--- src/design/tcv_pkg.sv ---
// ----------------------------------------------------------------------------
// tcv_pkg - shared types and functions of the trailer checksum verifier
// Marker text, hash step, marker matcher step and the queue word between the
// front and back parts.
// ----------------------------------------------------------------------------
package tcv_pkg;

   localparam int MARK_LEN   = 9;
   localparam int HASH_MUL   = 31;
   localparam int HASH_MOD   = 100000;
   localparam int QUEUE_DEPTH = 4;
   localparam int QPTR_W     = $clog2(QUEUE_DEPTH);

   localparam logic [7:0] MARK_TEXT [MARK_LEN] =
      '{"C", "H", "E", "C", "K", "S", "U", "M", ":"};

   // word passed from the front part to the back part
   typedef struct packed {
      logic                   hash_op;     // fold hash_byte into the hash
      logic [7:0]             hash_byte;
      logic                   finish;      // end of stream: report a result
      logic                   found;
      logic                   valid;
      logic [31:0]            value;
      logic [3:0]             flush_cnt;   // delay line bytes still to hash
      logic [MARK_LEN*8-1:0]  flush_bytes; // oldest byte in the low bits
   } tcv_entry_type;

   // hash = (hash*31 + signed byte) mod 100000, remainder truncated toward zero
   function automatic logic signed [17:0] hash_step(input logic signed [17:0] h,
                                                   input logic [7:0] b);
      logic signed [23:0] hx;
      logic signed [23:0] sx;
      logic signed [23:0] x;
      logic [21:0]        mag;
      hx = 24'(h);
      sx = 24'($signed(b));
      x  = hx * 24'(HASH_MUL) + sx;
      mag = x[23] ? 22'(-x) : 22'(x);
      // |x| < 32 * modulus: five restoring steps give the remainder
      for (int k = 4; k >= 0; k--) begin
         if (mag >= (22'(HASH_MOD) << k)) begin
            mag = mag - (22'(HASH_MOD) << k);
         end
      end
      return x[23] ? -$signed(18'(mag)) : $signed(18'(mag));
   endfunction

   // next matcher progress, with fall back on the prefix C after CHEC
   function automatic logic [3:0] match_next(input logic [3:0] p, input logic [7:0] b);
      logic [3:0] q;
      if (p < 4'(MARK_LEN) && b == MARK_TEXT[p]) begin
         return p + 4'd1;
      end
      q = (p == 4'd4) ? 4'd1 : 4'd0;
      if (b == MARK_TEXT[q]) begin
         return q + 4'd1;
      end
      return 4'd0;
   endfunction

endpackage

--- src/design/tcv_front.sv ---
// ----------------------------------------------------------------------------
// tcv_front - byte classifier
// Runs the marker matcher, the nine-byte delay line and the trailer parser,
// and issues hash and finish words to the back part.
// ----------------------------------------------------------------------------
module tcv_front import tcv_pkg::*; (
   input  logic          clock,
   input  logic          reset,
   input  logic          accept,
   input  logic [7:0]    data_byte,
   input  logic          last_byte,
   output logic          push,
   output tcv_entry_type entry
);

   typedef enum logic [5:0] {
      PH_SEARCH   = 6'b000001,
      PH_SKIP_WS  = 6'b000010,
      PH_SIGN     = 6'b000100,
      PH_DIGITS   = 6'b001000,
      PH_DONE_DIG = 6'b010000,
      PH_DONE_BAD = 6'b100000
   } phase_type;

   phase_type   phase_ff, phase_in;
   logic [7:0]  delay_ff [MARK_LEN];
   logic [7:0]  delay_in [MARK_LEN];
   logic [3:0]  fill_ff, fill_in;
   logic [3:0]  prog_ff, prog_in;
   logic [31:0] mag_ff, mag_in;
   logic        neg_ff, neg_in;
   logic        ovf_ff, ovf_in;

   logic        is_digit;
   logic        is_space;
   logic        take;
   logic [34:0] mag_grown;
   logic        found;
   logic        valid;

   assign is_digit  = (data_byte >= "0") && (data_byte <= "9");
   assign is_space  = (data_byte == " ") || ((data_byte >= 8'd9) && (data_byte <= 8'd13));
   assign mag_grown = (35'(mag_ff) << 3) + (35'(mag_ff) << 1) + 35'(data_byte - "0");

   always_comb begin
      phase_in = phase_ff;
      delay_in = delay_ff;
      fill_in  = fill_ff;
      prog_in  = prog_ff;
      mag_in   = mag_ff;
      neg_in   = neg_ff;
      ovf_in   = ovf_ff;
      take     = 1'b0;
      entry.hash_op   = 1'b0;
      entry.hash_byte = delay_ff[0];
      unique case (phase_ff)
         PH_SEARCH: begin
            if (fill_ff >= 4'(MARK_LEN)) begin
               entry.hash_op = 1'b1;
               for (int i = 0; i < MARK_LEN - 1; i++) begin
                  delay_in[i] = delay_ff[i+1];
               end
               delay_in[MARK_LEN-1] = data_byte;
            end else begin
               delay_in[fill_ff] = data_byte;
               fill_in = fill_ff + 4'd1;
            end
            prog_in = match_next(prog_ff, data_byte);
            if (prog_in >= 4'(MARK_LEN)) begin
               prog_in  = 4'd0;
               phase_in = PH_SKIP_WS;
            end
         end
         PH_SKIP_WS: begin
            if (!is_space) begin
               if (data_byte == "+" || data_byte == "-") begin
                  neg_in   = (data_byte == "-");
                  phase_in = PH_SIGN;
               end else if (is_digit) begin
                  take     = 1'b1;
                  phase_in = PH_DIGITS;
               end else begin
                  phase_in = PH_DONE_BAD;
               end
            end
         end
         PH_SIGN: begin
            if (is_digit) begin
               take     = 1'b1;
               phase_in = PH_DIGITS;
            end else begin
               phase_in = PH_DONE_BAD;
            end
         end
         PH_DIGITS: begin
            if (is_digit) begin
               take = 1'b1;
            end else begin
               phase_in = PH_DONE_DIG;
            end
         end
         PH_DONE_DIG, PH_DONE_BAD: begin
         end
         default: begin
            phase_in = PH_SEARCH;
         end
      endcase
      // stop growing the magnitude once it would pass 2^31
      if (take && !ovf_ff) begin
         if (mag_grown > 35'h0_8000_0000) begin
            ovf_in = 1'b1;
         end else begin
            mag_in = mag_grown[31:0];
         end
      end
      found = (phase_in != PH_SEARCH);
      valid = found && (phase_in == PH_DIGITS || phase_in == PH_DONE_DIG) && !ovf_in
              && !(!neg_in && mag_in[31]);
      entry.finish    = last_byte;
      entry.found     = found;
      entry.valid     = valid;
      entry.value     = valid ? (neg_in ? 32'(0) - mag_in : mag_in) : 32'd0;
      entry.flush_cnt = found ? 4'd0 : fill_in;
      for (int i = 0; i < MARK_LEN; i++) begin
         entry.flush_bytes[i*8 +: 8] = delay_in[i];
      end
   end

   assign push = accept && (entry.hash_op || last_byte);

   always_ff @(posedge clock) begin
      if (reset) begin
         phase_ff <= PH_SEARCH;
         fill_ff  <= 4'd0;
         prog_ff  <= 4'd0;
         mag_ff   <= 32'd0;
         neg_ff   <= 1'b0;
         ovf_ff   <= 1'b0;
      end else if (accept) begin
         if (last_byte) begin
            // end of stream: start over for the next one
            phase_ff <= PH_SEARCH;
            fill_ff  <= 4'd0;
            prog_ff  <= 4'd0;
            mag_ff   <= 32'd0;
            neg_ff   <= 1'b0;
            ovf_ff   <= 1'b0;
         end else begin
            phase_ff <= phase_in;
            fill_ff  <= fill_in;
            prog_ff  <= prog_in;
            mag_ff   <= mag_in;
            neg_ff   <= neg_in;
            ovf_ff   <= ovf_in;
         end
      end
   end

   always_ff @(posedge clock) begin
      if (accept) begin
         delay_ff <= delay_in;
      end
   end

endmodule

--- src/design/tcv_queue.sv ---
// ----------------------------------------------------------------------------
// tcv_queue - word queue between front and back parts
// Small first-in first-out buffer; the head word is shown while not empty.
// ----------------------------------------------------------------------------
module tcv_queue import tcv_pkg::*; (
   input  logic          clock,
   input  logic          reset,
   input  logic          push,
   input  tcv_entry_type push_word,
   output logic          full,
   input  logic          pop,
   output logic          empty,
   output tcv_entry_type head_word
);

   tcv_entry_type      mem_ff [QUEUE_DEPTH];
   logic [QPTR_W-1:0]  wr_ptr_ff, wr_ptr_in;
   logic [QPTR_W-1:0]  rd_ptr_ff, rd_ptr_in;
   logic [QPTR_W:0]    count_ff, count_in;
   logic               do_push;
   logic               do_pop;

   assign full      = (count_ff == (QPTR_W+1)'(QUEUE_DEPTH));
   assign empty     = (count_ff == '0);
   assign head_word = mem_ff[rd_ptr_ff];
   assign do_push   = push && !full;
   assign do_pop    = pop && !empty;

   always_comb begin
      wr_ptr_in = do_push ? wr_ptr_ff + 1'b1 : wr_ptr_ff;
      rd_ptr_in = do_pop  ? rd_ptr_ff + 1'b1 : rd_ptr_ff;
      count_in  = count_ff + (QPTR_W+1)'(do_push) - (QPTR_W+1)'(do_pop);
   end

   always_ff @(posedge clock) begin
      if (reset) begin
         wr_ptr_ff <= '0;
         rd_ptr_ff <= '0;
         count_ff  <= '0;
      end else begin
         wr_ptr_ff <= wr_ptr_in;
         rd_ptr_ff <= rd_ptr_in;
         count_ff  <= count_in;
      end
   end

   always_ff @(posedge clock) begin
      if (do_push) begin
         mem_ff[wr_ptr_ff] <= push_word;
      end
   end

endmodule

--- src/design/tcv_back.sv ---
// ----------------------------------------------------------------------------
// tcv_back - hash unit and result stage
// Folds queued bytes into the running hash, drains the delay line at the end
// of a stream without a marker, and holds the result word for the consumer.
// ----------------------------------------------------------------------------
module tcv_back import tcv_pkg::*; (
   input  logic                clock,
   input  logic                reset,
   input  logic                q_empty,
   input  tcv_entry_type       q_word,
   output logic                q_pop,
   input  logic                rsp_pop,
   output logic                rsp_empty,
   output logic                rsp_checksum_ok,
   output logic                rsp_marker_found,
   output logic                rsp_number_valid,
   output logic signed [17:0]  rsp_computed_hash,
   output logic signed [31:0]  rsp_stored_value
);

   typedef enum logic [1:0] {
      BK_RUN   = 2'b01,
      BK_FLUSH = 2'b10
   } back_state_type;

   back_state_type     state_ff, state_in;
   logic signed [17:0] hash_ff, hash_in;
   logic [7:0]         flush_ff [MARK_LEN];
   logic [7:0]         flush_in [MARK_LEN];
   logic [3:0]         left_ff, left_in;
   logic               out_valid_ff, out_valid_in;
   logic               ok_ff, ok_in;
   logic               found_ff, found_in;
   logic               nv_ff, nv_in;
   logic signed [17:0] res_hash_ff, res_hash_in;
   logic signed [31:0] value_ff, value_in;

   logic               out_free;
   logic [7:0]         step_byte;
   logic signed [17:0] step_hash;
   logic signed [17:0] run_hash;

   assign out_free  = !out_valid_ff || rsp_pop;
   assign step_byte = (state_ff == BK_FLUSH) ? flush_ff[0] : q_word.hash_byte;
   assign step_hash = hash_step(hash_ff, step_byte);
   assign run_hash  = q_word.hash_op ? step_hash : hash_ff;

   always_comb begin
      state_in     = state_ff;
      hash_in      = hash_ff;
      flush_in     = flush_ff;
      left_in      = left_ff;
      out_valid_in = out_valid_ff && !rsp_pop;
      ok_in        = ok_ff;
      found_in     = found_ff;
      nv_in        = nv_ff;
      res_hash_in  = res_hash_ff;
      value_in     = value_ff;
      q_pop        = 1'b0;
      unique case (state_ff)
         BK_RUN: begin
            if (!q_empty) begin
               if (!q_word.finish) begin
                  q_pop   = 1'b1;
                  hash_in = run_hash;
               end else if (q_word.found || q_word.flush_cnt == 4'd0) begin
                  if (out_free) begin
                     q_pop        = 1'b1;
                     hash_in      = 18'sd0;
                     out_valid_in = 1'b1;
                     ok_in        = q_word.valid && (q_word.value == 32'(run_hash));
                     found_in     = q_word.found;
                     nv_in        = q_word.valid;
                     res_hash_in  = run_hash;
                     value_in     = q_word.value;
                  end
               end else begin
                  // no marker: drain the delay line one byte a cycle, the last one once the result slot is free
                  q_pop    = 1'b1;
                  hash_in  = run_hash;
                  left_in  = q_word.flush_cnt;
                  state_in = BK_FLUSH;
                  for (int i = 0; i < MARK_LEN; i++) begin
                     flush_in[i] = q_word.flush_bytes[i*8 +: 8];
                  end
               end
            end
         end
         BK_FLUSH: begin
            if (left_ff == 4'd1) begin
               if (out_free) begin
                  hash_in      = 18'sd0;
                  state_in     = BK_RUN;
                  out_valid_in = 1'b1;
                  ok_in        = 1'b0;
                  found_in     = 1'b0;
                  nv_in        = 1'b0;
                  res_hash_in  = step_hash;
                  value_in     = 32'sd0;
               end
            end else begin
               hash_in = step_hash;
               left_in = left_ff - 4'd1;
               for (int i = 0; i < MARK_LEN - 1; i++) begin
                  flush_in[i] = flush_ff[i+1];
               end
            end
         end
         default: begin
            state_in = BK_RUN;
         end
      endcase
   end

   always_ff @(posedge clock) begin
      if (reset) begin
         state_ff     <= BK_RUN;
         hash_ff      <= 18'sd0;
         out_valid_ff <= 1'b0;
         left_ff      <= 4'd0;
      end else begin
         state_ff     <= state_in;
         hash_ff      <= hash_in;
         out_valid_ff <= out_valid_in;
         left_ff      <= left_in;
      end
   end

   always_ff @(posedge clock) begin
      flush_ff    <= flush_in;
      ok_ff       <= ok_in;
      found_ff    <= found_in;
      nv_ff       <= nv_in;
      res_hash_ff <= res_hash_in;
      value_ff    <= value_in;
   end

   assign rsp_empty         = !out_valid_ff;
   assign rsp_checksum_ok   = ok_ff;
   assign rsp_marker_found  = found_ff;
   assign rsp_number_valid  = nv_ff;
   assign rsp_computed_hash = res_hash_ff;
   assign rsp_stored_value  = value_ff;

endmodule

--- src/design/trailer_checksum_verifier_top.sv ---
// Result path: a result reaches the result ports through the queue and the result register
//   once its last byte is taken; without a marker the back part first drains the delay
//   line, one held byte at a time (up to 9 bytes).
// Throughput: 1 byte per cycle; the hash unit in the back part sets this rate. A drain
//   or a held result stalls the input once the four-word queue fills.
// Reset: synchronous, active high; clears the queue, the parser and the hash.
// ----------------------------------------------------------------------------
// trailer_checksum_verifier_top - save file trailer checksum check
// Hashes the bytes before the CHECKSUM: marker, parses the trailer number and
// reports one result word per stream.
// ----------------------------------------------------------------------------
module trailer_checksum_verifier_top import tcv_pkg::*; (
   input  logic                clock,
   input  logic                reset,
   input  logic                req_push,
   output logic                req_full,
   input  logic [7:0]          req_data_byte,
   input  logic                req_last_byte,
   input  logic                rsp_pop,
   output logic                rsp_empty,
   output logic                rsp_checksum_ok,
   output logic                rsp_marker_found,
   output logic                rsp_number_valid,
   output logic signed [17:0]  rsp_computed_hash,
   output logic signed [31:0]  rsp_stored_value
);

   logic          accept;
   logic          f_push;
   tcv_entry_type f_word;
   logic          q_full;
   logic          q_empty;
   logic          q_pop;
   tcv_entry_type q_word;

   assign req_full = q_full;
   assign accept   = req_push && !q_full;

   tcv_front u_front (
      .clock     (clock),
      .reset     (reset),
      .accept    (accept),
      .data_byte (req_data_byte),
      .last_byte (req_last_byte),
      .push      (f_push),
      .entry     (f_word)
   );

   tcv_queue u_queue (
      .clock     (clock),
      .reset     (reset),
      .push      (f_push),
      .push_word (f_word),
      .full      (q_full),
      .pop       (q_pop),
      .empty     (q_empty),
      .head_word (q_word)
   );

   tcv_back u_back (
      .clock             (clock),
      .reset             (reset),
      .q_empty           (q_empty),
      .q_word            (q_word),
      .q_pop             (q_pop),
      .rsp_pop           (rsp_pop),
      .rsp_empty         (rsp_empty),
      .rsp_checksum_ok   (rsp_checksum_ok),
      .rsp_marker_found  (rsp_marker_found),
      .rsp_number_valid  (rsp_number_valid),
      .rsp_computed_hash (rsp_computed_hash),
      .rsp_stored_value  (rsp_stored_value)
   );

endmodule

--- config.mk ---
export PLATFORM = sky130hd
export DESIGN_NAME = trailer_checksum_verifier_top
export DESIGN_NICKNAME = d
export VERILOG_FILES = /design/src/design/tcv_pkg.sv /design/src/design/tcv_front.sv /design/src/design/tcv_queue.sv /design/src/design/tcv_back.sv /design/src/design/trailer_checksum_verifier_top.sv
export SDC_FILE = /design/constraint.sdc
export NUM_CORES = 1
export LEC_CHECK = 0
export BUFFER_PORTS_ARGS = -buffer_cell sky130_fd_sc_hd__buf_2
export CAP_MARGIN = 10
export CORE_ASPECT_RATIO = 1.4
export CORE_MARGIN = 8
export CORE_UTILIZATION = 30
export CTS_BUF_LIST = sky130_fd_sc_hd__clkbuf_4 sky130_fd_sc_hd__clkbuf_8
export DETAILED_ROUTE_END_ITERATION = 10
export GPL_TIMING_DRIVEN = 0
export PLACE_DENSITY = 0.57
export SKIP_LAST_GASP = 1
export SLEW_MARGIN = 20
export SYNTH_ARGS = -nofsm -noshare
export SYNTH_HDL_FRONTEND = slang
export SYNTH_SLANG_ARGS = --single-unit
export TNS_END_PERCENT = 50
--- constraint.sdc ---
create_clock -name clock -period 14.8 [get_ports clock]
set_input_delay 2.96 -clock clock [delete_from_list [all_inputs] [get_ports clock]]
set_output_delay 2.96 -clock clock [all_outputs]
set_load 0.01 [all_outputs]
==> results by group <==
Timing
  – RSZ-0062 raised after global routing: true
  – Setup Skew: just over 0.07 ns
  – Final Hold Fails: 0
  – Slew Limit Fails: 0
  – Worst Tran Pin Value: 1.138 ns
  – Setup_tns: 0 ns
  – Slew HR: 24.12%
  – Fin Hold WS: 0.5052 ns
  – Final setup violation count: 0
  – Fmax: 70.71 MHz
  – Final worst path period need: around 14 ns
  – Period Utilization, post-route: 95.55%

Floorplan
  – Initial Util: a little under a third
  – # IOs: 68
  – Die Ht: 462.4 um
  – Die area: 0.1548 mm^2
  – Core area: around 0.14 mm^2
  – Die X: 334.8 um
  – Row count: 164

Worst setup path
  – Top cell by count, worst path: buf_6
  – CP delay by family, top: compound AO/OA/AOI/OAI gates
  – Worst EP arrival: approximately 15 ns
  – Critical path endpoint category: register
  – R2R Setup Slk: 0.66 ns
  – Startpoint Class: register
  – WS Path Type: register to register
  – CP max FO: 10
  – Largest stage delay, worst path: 0.56 ns
  – Worst path slowest cell: nor2_1
  – Worst path bufs/invs: 12
  – Req. time, crit path: 15.35 ns

Clock tree
  – Clk Latency, worst-skew pair: 0.81 ns
  – Num CTS Buffers: 114
  – Clk root buf: clkbuf_8
  – CTS Hold Bufs: 0
  – Clock-pin slew on the worst setup and hold paths: 0.07 ns
  – H-tree levels: 3
  – Clock Tree Buf Depth: 3
  – CTS Sinks: 759
  – CTS tree: yes

Logic synthesis
  – Synth Cell Area: about 0.043 mm^2
  – Yosys reg bits: between 700 and 800
  – EDFF count, synth: 677
  – Cells after Synth: ~3600
  – Share of synthesized registers carrying an async set or reset: 0%
  – Cell variety after synth: 121
  – Top FF cell, synth: edfxtp_1
  – YS warnings: 0
  – Syn_area_per_cell: 11.92 um^2
  – Sequential area share after synthesis: 51.46%
  – Syn_nets: roughly 3800

Placed design
  – Port Buffers: 65
  – Detailed placement HPWL: 90140 um
  – Post-Place Cell Area: between 0.04 and 0.05 mm^2
  – Routability cong.: 0.8859

Layout
  – Final core area utilization: 34.34%
  – Commonest non-fill, non-tap cell in the layout: edfxtp_1
  – Final instance area: around 0.05 mm^2
  – Area delta synth->final: 14.21%
  – Fillers: around 14000
  – Final nets: about 4000
  – Layout cells sized above 1: 15.41%
  – Most frequent cells in the layout: edfxtp_1 (677), nand2_1 (344), nor2_1 (256)

Run
  – MaxCap Viol Count: 0

Global route
  – First-pass GRT wire length: 185500 um
  – Global-route usage over all layers: 15.25%
  – Vias in the first global route: between 30000 and 40000
  – Largest net degree at the start of global routing: 51
  – Congestion Overflow GR: 0
  – Initial antenna violation count: 8

Routing
  – Starting DRT DRC Count: about 2300
  – Drt drc: 0
  – DR WL/cell: 21.06 um
  – Total vias in the final route: 30224
  – Post-route ant nets: 0
  – Vias per cell: 5.211
  – TritonRoute pass-1 iters: 9
  – Total wire length: 122100 um

Min path
  – HP Class: register to register
  – Worst min-delay path startpoint: u_back.state_ff[1]$_SDFFE_PP0P_

Status
  – Status: completed
==> timing repair <==
action,CTS,global route
gates resized for setup,67,35
gates cloned,0,0
buffers inserted,2,6
endpoints found under the setup margin,27,69
pin swaps,2,5
==> stage by stage <==
| stage | instances | setup slack, ns |
|---|---|---|
| after floorplan | 3582 | 0.5577 |
| after global placement | 5556 | -4.718 |
| after detailed placement | 5577 | -3.876 |
| after CTS | 5791 | 0.03434 |
| after global routing | 5796 | -0.09915 |
| final | 5800 | 0.6582 |
==> synthesized netlist by cell type (all sizes together), types with 9 or more instances <==
cell type,n,share of area (%)
nor3,65,0.79
o22ai,15,0.22
o21ai,215,2.6
a2111oi,15,0.43
nor2,258,2.3
nand4,25,0.38
ha,114,3.3
inv,214,1.9
a21o,18,0.33
mux4,120,6.3
o31ai,20,0.38
buf,49,0.57
xnor2,121,2.6
a211o,12,0.25
a211oi,26,0.54
fa,99,4.6
dfxtp,82,3.8
nand3,73,0.90
a22oi,24,0.43
o211ai,28,0.56
or4,11,0.20
nor3b,12,0.22
o221ai,9,0.20
o31a,11,0.23
edfxtp,677,48
nor4,29,0.46
nand2,346,3.0
and3,26,0.38
and2,69,1.0
xor2,69,1.4
a31oi,32,0.50
or3,20,0.30
o21a,24,0.42
a221oi,11,0.23
a21boi,14,0.25
a21oi,175,2.1
mux2i,58,1.4
nor2b,25,0.37
a222oi,65,1.5
clkbuf,132,1.2
nand2b,25,0.37
mux2,19,0.52
or2,18,0.27
==> routing by layer <==
| layer | GRT usage, % | part of all wire, % | wire, um |
|---|---|---|---|
| met3 | 2.173 | 5.2 | 6359 |
| met5 | 0 | 0.011 | 13 |
| met2 | 28.11 | 52 | 64020 |
| met4 | 6.483 | 4.3 | 5236 |
| met1 | 17.46 | 38 | 46490 |
==> cell type report <==
| class | count | area, um^2 | share of cell area [%] |
|---|---|---|---|
| Timing Repair Buffer | 94 | 817.0 | 1.676 |
| Antenna cell | 5 | 12.51 | 0.02566 |
| Clock inverter | 46 | 422.9 | 0.8673 |
| Multi-Input combinational cell | 2428 | 19520 | 40.03 |
| Tap cell | 1909 | 2389 | 4.899 |
| Inverter | 214 | 803.3 | 1.647 |
| Sequential cell | 759 | 21970 | 45.06 |
| Clock buffer | 168 | 2031 | 4.165 |
| Buffer | 177 | 797.0 | 1.635 |
==> sequential cells by signal, summed over array words and instances, names as in the netlist, named ones only <==
name / flops
u_back.flush_ff: 72
u_back.hash_ff: 18
u_back.left_ff: 4
u_back.out_valid_ff: 1
u_back.rsp_checksum_ok: 1
u_back.rsp_computed_hash: 18
u_back.rsp_marker_found: 1
u_back.rsp_number_valid: 1
u_back.rsp_stored_value: 32
u_back.state_ff: 2
u_front.delay_ff: 64
u_front.entry: 8
u_front.fill_ff: 4
u_front.mag_ff: 32
u_front.neg_ff: 1
u_front.ovf_ff: 1
u_front.phase_ff: 6
u_front.prog_ff: 4
u_queue.count_ff: 3
u_queue.mem_ff: 480
u_queue.rd_ptr_ff: 2
u_queue.wr_ptr_ff: 2
==> worst paths after layout <==
| check | depth (start not counted) | end |
|---|---|---|
| max | 51 | u_back.rsp_checksum_ok$_SDFFCE_PP0P_ |
| min | 1 | u_back.state_ff[1]$_SDFFE_PP0P_ |
| max reg2reg | 51 | u_back.rsp_checksum_ok$_SDFFCE_PP0P_ |
| min reg2reg | 1 | u_back.state_ff[1]$_SDFFE_PP0P_ |
==> logic make-up after synthesis <==
logic type,Yosys count,share of synthesized area (%)
AO/OA/AOI/OAI,800,13.20
adder cells (fa/ha/maj),213,7.983
XOR/XNOR,191,4.041
AND/OR/NAND/NOR,1027,11.49
buffers and inverters,395,3.614
flip-flops,759,51.46
multiplexers,197,8.209
Power is not shown: default switching activity piles up to over one toggle a cycle in this logic, so the estimate is an artifact.
